===== src/design/fct_pkg.sv =====
package fct_pkg;
  localparam int TableDepth = 128;
  localparam int TopN = 10;
  localparam int QueueDepth = 2;
  localparam int IdxW = $clog2(TableDepth);
  localparam int CntW = $clog2(TableDepth + 1);
  localparam int RankW = $clog2(TopN + 1);
  localparam logic [15:0] EthIpv4 = 16'h0800;
  localparam logic [15:0] EthIpv6 = 16'h86DD;
  localparam logic [7:0] ProtoTcp = 8'd6;
  localparam logic [7:0] ProtoUdp = 8'd17;
  localparam logic [7:0] ProtoIcmp = 8'd1;
  localparam logic [7:0] ProtoIcmp6 = 8'd58;
  localparam logic [2:0] KindTcp4 = 3'd0;
  localparam logic [2:0] KindUdp4 = 3'd1;
  localparam logic [2:0] KindIcmp4 = 3'd2;
  localparam logic [2:0] KindTcp6 = 3'd3;
  localparam logic [2:0] KindUdp6 = 3'd4;
  localparam logic [2:0] KindIcmp6 = 3'd5;

  typedef struct packed {
    logic [2:0] kind;
    logic [63:0] sh;
    logic [63:0] sl;
    logic [63:0] dh;
    logic [63:0] dl;
    logic [31:0] ports;
  } key_t;

  // key 32+64*4+3 bits, counters 48+32+48+32
  localparam int KeyW = $bits(key_t);
  localparam int CtrW = 160;

  typedef struct packed {
    logic tick;
    key_t key;
    logic [15:0] len;
  } cmd_t;

  typedef struct packed {
    logic [47:0] rxb;
    logic [31:0] rxp;
    logic [47:0] txb;
    logic [31:0] txp;
  } ctr_t;

  typedef struct packed {
    key_t key;
    ctr_t ctr;
    logic last;
  } res_t;
endpackage


===== src/design/fct_front.sv =====
module fct_front (
  input  logic           clk,
  input  logic           rst,
  input  logic           push,
  output logic           full,
  input  logic           kind,
  input  logic [15:0]    ethertype,
  input  logic [7:0]     ip_protocol,
  input  logic [63:0]    src_addr_high,
  input  logic [63:0]    src_addr_low,
  input  logic [63:0]    dst_addr_high,
  input  logic [63:0]    dst_addr_low,
  input  logic [15:0]    src_l4_port,
  input  logic [15:0]    dst_l4_port,
  input  logic [15:0]    frame_length,
  output logic           q_valid,
  output fct_pkg::cmd_t  q_cmd,
  input  logic           q_take
);
  import fct_pkg::*;
  cmd_t qmem [QueueDepth];
  logic rp, wp;
  logic [1:0] cnt;
  logic [2:0] k;
  logic ok, v4, icmp;
  cmd_t c;
  logic acc;

  always_comb begin
    ok = 1'b1;
    k = KindTcp4;
    if (ethertype == EthIpv4) begin
      case (ip_protocol)
        ProtoTcp: k = KindTcp4;
        ProtoUdp: k = KindUdp4;
        ProtoIcmp: k = KindIcmp4;
        default: ok = 1'b0;
      endcase
    end else if (ethertype == EthIpv6) begin
      case (ip_protocol)
        ProtoTcp: k = KindTcp6;
        ProtoUdp: k = KindUdp6;
        ProtoIcmp6: k = KindIcmp6;
        default: ok = 1'b0;
      endcase
    end else begin
      ok = 1'b0;
    end
    v4 = (k == KindTcp4) || (k == KindUdp4) || (k == KindIcmp4);
    icmp = (k == KindIcmp4) || (k == KindIcmp6);
    c.tick = kind;
    c.len = frame_length;
    c.key.kind = k;
    c.key.sh = v4 ? 64'd0 : src_addr_high;
    c.key.dh = v4 ? 64'd0 : dst_addr_high;
    c.key.sl = v4 ? {32'd0, src_addr_low[31:0]} : src_addr_low;
    c.key.dl = v4 ? {32'd0, dst_addr_low[31:0]} : dst_addr_low;
    c.key.ports = icmp ? 32'd0 : {src_l4_port, dst_l4_port};
  end

  assign full = (cnt == 2'(QueueDepth));
  assign acc = push && !full && (kind || ok);
  assign q_valid = (cnt != 2'd0);
  assign q_cmd = qmem[rp];

  always_ff @(posedge clk) begin
    if (acc) begin
      qmem[wp] <= c;
    end
    if (rst) begin
      rp <= 1'b0;
      wp <= 1'b0;
      cnt <= 2'd0;
    end else begin
      if (acc) begin
        wp <= ~wp;
      end
      if (q_take) begin
        rp <= ~rp;
      end
      cnt <= cnt + 2'(acc) - 2'(q_take);
    end
  end
endmodule


===== config.mk =====
export PLATFORM = sky130hd
export DESIGN_NAME = fct_front
export DESIGN_NICKNAME = d
export VERILOG_FILES = /design/src/design/fct_pkg.sv /design/src/design/fct_front.sv
export SDC_FILE = /design/constraint.sdc
export NUM_CORES = 1
export LEC_CHECK = 0
export ABC_AREA = 1
export BUFFER_PORTS_ARGS = -buffer_cell sky130_fd_sc_hd__buf_2
export CORE_AREA = 2 2 247 249
export CTS_CLUSTER_DIAMETER = 120
export CTS_CLUSTER_SIZE = 30
export DETAILED_ROUTE_END_ITERATION = 12
export DIE_AREA = 0 0 249 251
export PLACE_DENSITY = 0.66
export SYNTH_ARGS = -nofsm -noshare
export SYNTH_HDL_FRONTEND = slang
export SYNTH_SLANG_ARGS = --single-unit

===== constraint.sdc =====
create_clock -name clk -period 21.6 [get_ports clk]
set_input_delay 2.16 -clock clk [delete_from_list [all_inputs] [get_ports clk]]
set_output_delay 2.16 -clock clk [all_outputs]
set_load 0.005 [all_outputs]

; After elaboration in Yosys (flattened, before gate mapping)
; Memory sizes are Yosys's and may differ from the RTL's. A register that Yosys moved wholly into a read port is not among the register bits.
; Index checks and enable logic that the tools add are counted.
[classes]
n_addsub = 2
eq_ne = 10
n_mux = 17
n_bitwise = 2
reduce_logical = 11
[ops]
columns = cell, count
row1 = $mux 64, 4
row2 = $mux 32, 1
row3 = $eq 16x12->1 const B, 1
row4 = $eq 16x16->1 const B, 1
row5 = $pmux 3 s3, 1
row6 = $eq 8x1->1 const B, 1
row7 = $eq 8x3->1 const B, 1
row8 = $eq 8x5->1 const B, 1
row9 = $eq 8x6->1 const B, 1
row10 = $mux 1, 8
row11 = $mux 3, 2
row12 = $reduce_or 3->1, 2
row13 = $logic_or 1x1->1, 4
row14 = $pmux 2 s2, 1
row15 = $eq 3x1->1 const B, 1
row16 = $eq 3x2->1 const B, 1
row17 = $eq 3x3->1 const B, 1
row18 = $logic_not 3->1, 1
row19 = $add 2x1->2, 1
row20 = $eq 2x2->1 const B, 1
row21 = $logic_and 1x1->1, 2
row22 = $not 1->1, 2
row23 = $reduce_bool 2->1, 1
row24 = $sub 2x1->2, 1
row25 = $logic_not 1->1, 1
[totals]
register_bits = 4
mem_bits_rw = 616
wordCells = 46
mem_count = 1
[memory_table]
columns = name, depth, width, read_ports, rd_ports_with_merged_regs, write_ports, line_no
row1 = qmem, 2, 308, 1, 1, 1, fct_front.sv:21  ; cmd_t qmem [QueueDepth];

; Logic depth before layout (Yosys ltp)
[depth]
ltp_word = 9
ltp_mapped = 14
mapped_depth_nobuf = 14

; Worst setup path before layout
; OpenSTA, ideal clock, no wires.
[synth_timing]
path_kind = input to register
start = input ip_protocol[6]
end = memory qmem[0][0] (netlist name) (enable)
setup_ns = 0.982
arrival_time_ns = 15.674
slack_ns = 4.943
path_stages = 9
n_path_buf = 0
cell_sequence = inv_1 nand2_1 nor2_1 nand3_1 nand2_1 o21bai_4 nand2_1 nand2_1 nor2_1
[synth_via]
elab_chain_len = 9
elab_cells_between_ends = 14
classes_between = eq/ne (4) / mux (6) / reduce/logical (4)
[synth_rtl]
columns = item, line_no
row1 = "start, declared", fct_front.sv:8  ; input logic [7:0] ip_protocol,
row2 = $eq 8x6->1 (tied with other cells), fct_front.sv:40  ; case (ip_protocol)
row3 = $reduce_or 3->1 (no source line), -
row4 = $mux 1, fct_front.sv:40
row5 = $mux 1, fct_front.sv:39  ; end else if (ethertype == EthIpv6) begin
row6 = $mux 1 *, fct_front.sv:32  ; if (ethertype == EthIpv4) begin
row7 = $logic_or 1x1->1 *, fct_front.sv:62  ; assign acc = push && !full && (kind || ok);
row8 = $logic_and 1x1->1 *, fct_front.sv:62
row9 = $mux 1 *, fct_front.sv:67  ; if (acc) begin
row10 = $mux 1 (not written as such) *, fct_front.sv:68  ; qmem[wp] <= c;
row11 = "end, declared", fct_front.sv:21
; Every way passes the cells marked *; elsewhere a longest branch is shown, timed or not.

; Worst setup path after layout
[layout_timing]
start = input ip_protocol[6]
end = memory qmem[0][197] (netlist name) (enable)
; The elaborated chain is that of the path after synthesis.

==> impl_metrics.json <==
{
  "status": "finished clean",
  "synth_nets": 1907,
  "crit_fanout": 78,
  "synth_ff_type": "edfxtp_1",
  "synthAdderAreaFrac": 0.000996,
  "hold_ws_ns": 0.531,
  "fillers": 5247,
  "cpMostUsedCell": "nand2_1",
  "async_reset_ff_frac": 0,
  "grt_pass1_wl_mm": 84.9,
  "yosysMostFrequentCell": "edfxtp_1",
  "dp_slack_ns": 15.04,
  "coreArea_sq_um": 59800,
  "synthMuxAreaShare": 0.138,
  "synth_cells": 1572,
  "drv_cap": 0,
  "max_slew_margin": 0.0241,
  "synth_xor_area_frac": 0.000697,
  "drv_slew": 0,
  "ys_warn_count": 0,
  "synth_top_family_by_area": "multiplexers",
  "worstSetupStartpointType": "input port",
  "first_pass_iters": 4,
  "port_buffers": 642,
  "initialDrtViolationCount": 831,
  "cp_data_required_time_ns": 21.81,
  "syn_to_final_growth_pct": 18.2,
  "ios": 643,
  "ant_nets": 0,
  "antenna_found_initial": 17,
  "synth_compound_area_frac": 0.00264,
  "vias": 14200,
  "die_area_sq_um": 62500,
  "ys_types": 26,
  "finalSetupViolCount": 0,
  "die_x_um": 249,
  "ys_seq_area_frac": 0.740,
  "ys_seq_elements": 621,
  "min_path_type": "register to register",
  "track_usage": 0.175,
  "worstSkewPairLatency_ns": 0.58,
  "synth-simple-area-share": 0.0611,
  "power_mw": 2.17,
  "cts_setup_buffers": 0,
  "start_util": 0.420,
  "grtUsageMet1": 0.209,
  "finalHoldViolCount": 0,
  "grt_max_degree": 187,
  "numCtsBuffers": 24,
  "criticalPathCategory": "input port to register",
  "fin_ws_ns": 15.70,
  "cts.sinks": 621,
  "slowest_stage": "buf_4",
  "overflow": 0,
  "wire_per_inst_um": 19.2,
  "cpPeakStageDelay_ns": 0.92,
  "arrival_ns": 6.11,
  "busiest_layer": "met2",
  "rows": 90,
  "cts_resized": 0,
  "power_density_nw_per_um2": 73.1,
  "syn_area_sq_um": 25100,
  "clock_skew_ns": 0.0148,
  "synth_edf_count": 616,
  "grt_pass1_vias": 14800,
  "dieHeight_um": 251,
  "place.gp.congestion": 0.870,
  "postCtsHoldBufs": 0,
  "nets": 2530,
  "clockRootBuffer": "clkbuf_16",
  "fmax_mhz": 169,
  "post_synth_main_area_contributors": "edfxtp_1 (74%), mux2_2 (14%), inv_1 (3.8%), nor2_2 (3.3%), nor2_1 (1.8%)",
  "worst_pin_slew_ns": 1.46,
  "met3_usage": 0.0499,
  "htree_levels": 1,
  "peakVddDrop_v": 0.0000554,
  "use_met2": 0.306,
  "rsz0062_at_grt": "false",
  "yosys.area.top_type": "edfxtp_1",
  "cp-end-kind": "register",
  "synth_commonest_cells": "edfxtp_1 (616), mux2_2 (308), inv_1 (256)",
  "wl_mm": 57.4,
  "period_share": 0.273,
  "drive_gt1_frac": 0.515,
  "cp_num_buf_inv": 4,
  "post-route-util": 0.497,
  "route.detailed.drc": 0,
  "cts.clk_slew.worst_paths_ns": 0.11,
  "avgSynthCellArea_sq_um": 16.0,
  "leakage_nw": 12.6,
  "viasPerCell": 4.72,
  "cts_buffer_depth": 3,
  "setup-tns-final_ns": 0,
  "dpl.hpwl_mm": 40.3,
  "crit_family": "buffers and inverters",
  "cts_tree": "done",
  "yosys.area.top_type_share": 0.736,
  "cp_cell_sequence": "buf_2 -> inv_1 -> nand2_1 -> nor2_1 -> nand3_1 -> nand2_1 -> o21bai_4 -> nand2_1 -> nand2_1 -> nor2_4 -> buf_4 -> buf_4",
  "post-route-min-period_ns": 5.90
}
==> worst min-delay path: cells and delay by family (launching register included) <==
family | cells | cell delay (ns)
XOR/XNOR | 1 | 0.09
flip-flops | 1 | 0.34
AND/OR/NAND/NOR | 1 | 0.07
==> final cells by class <==
cell class	instances	area [sq um]	area share
timing repair buffer	655	3320	0.112
sequential	621	18600	0.626
antenna	10	25.0	0.000842
tap	782	978	0.0329
inverter	261	987	0.0332
clock inverter	1	11.3	0.000379
clock buffer	34	659	0.0222
multi-input combinational	632	5120	0.172
==> power breakdown <==
group / leakage (nW) / internal (mW) / switching (mW)
Clock: 0.325 / 0.217 / 0.346
Combinational: 6.05 / 0.113 / 0.125
Sequential: 6.24 / 1.36 / 0.0119
==> registers in the layout (all words and copies together) (netlist names), named ones only <==
signal,count
rp,1
wp,1
cnt,2
qmem,616
==> cells by family after synthesis <==
logic type | after synthesis
multiplexers | 308
flip-flops | 621
AND/OR/NAND/NOR | 310
adder cells (fa/ha/maj) | 2
buffers and inverters | 319
AO/OA/AOI/OAI | 10
XOR/XNOR | 2
==> layer usage <==
metal  wire, um  vias up  part of all wire
met5        110        -            0.0019
met4       1460       16             0.025
met3       4410       87             0.077
met2      29200      435              0.51
met1      22200     6961              0.39
li1           -     6655                 -
==> final timing paths <==
path                  startpoint            to  slack [ns]  cells after the start
setup / recovery  ip_protocol[6]  qmem[0][197]       15.70                     12
hold / removal                rp            rp        0.53                      2
setup reg to reg          cnt[1]  qmem[0][197]       17.80                      7
hold reg to reg               rp            rp        0.53                      2
==> cell usage in the layout, fill, tap and decap left out, drive strengths merged <==
cell | synthesis | final
buf | 56 | 655
edfxtp | 616 | 616
mux2 | 308 | 308
inv | 261 | 262
nor2 | 254 | 254
nand2 | 40 | 40
clkbuf | 2 | 34
diode | 0 | 10
nand3 | 8 | 8
a21oi | 5 | 5
dfxtp | 5 | 5
nand4 | 3 | 3
o21ai | 3 | 3
nor3 | 2 | 2
ha | 2 | 2
o21bai | 1 | 1
o31ai | 1 | 1
and2 | 1 | 1
nand3b | 1 | 1
or2 | 1 | 1
xnor2 | 1 | 1
xor2 | 1 | 1
==> stage by stage <==
stage	area, sq um	instances
after floorplan	25100	1572
after CTS	29700	2986
after global placement	29000	2951
after global routing	29700	2993
final	29700	2996
after detailed placement	29000	2951
(Power assumes the default switching activity.)
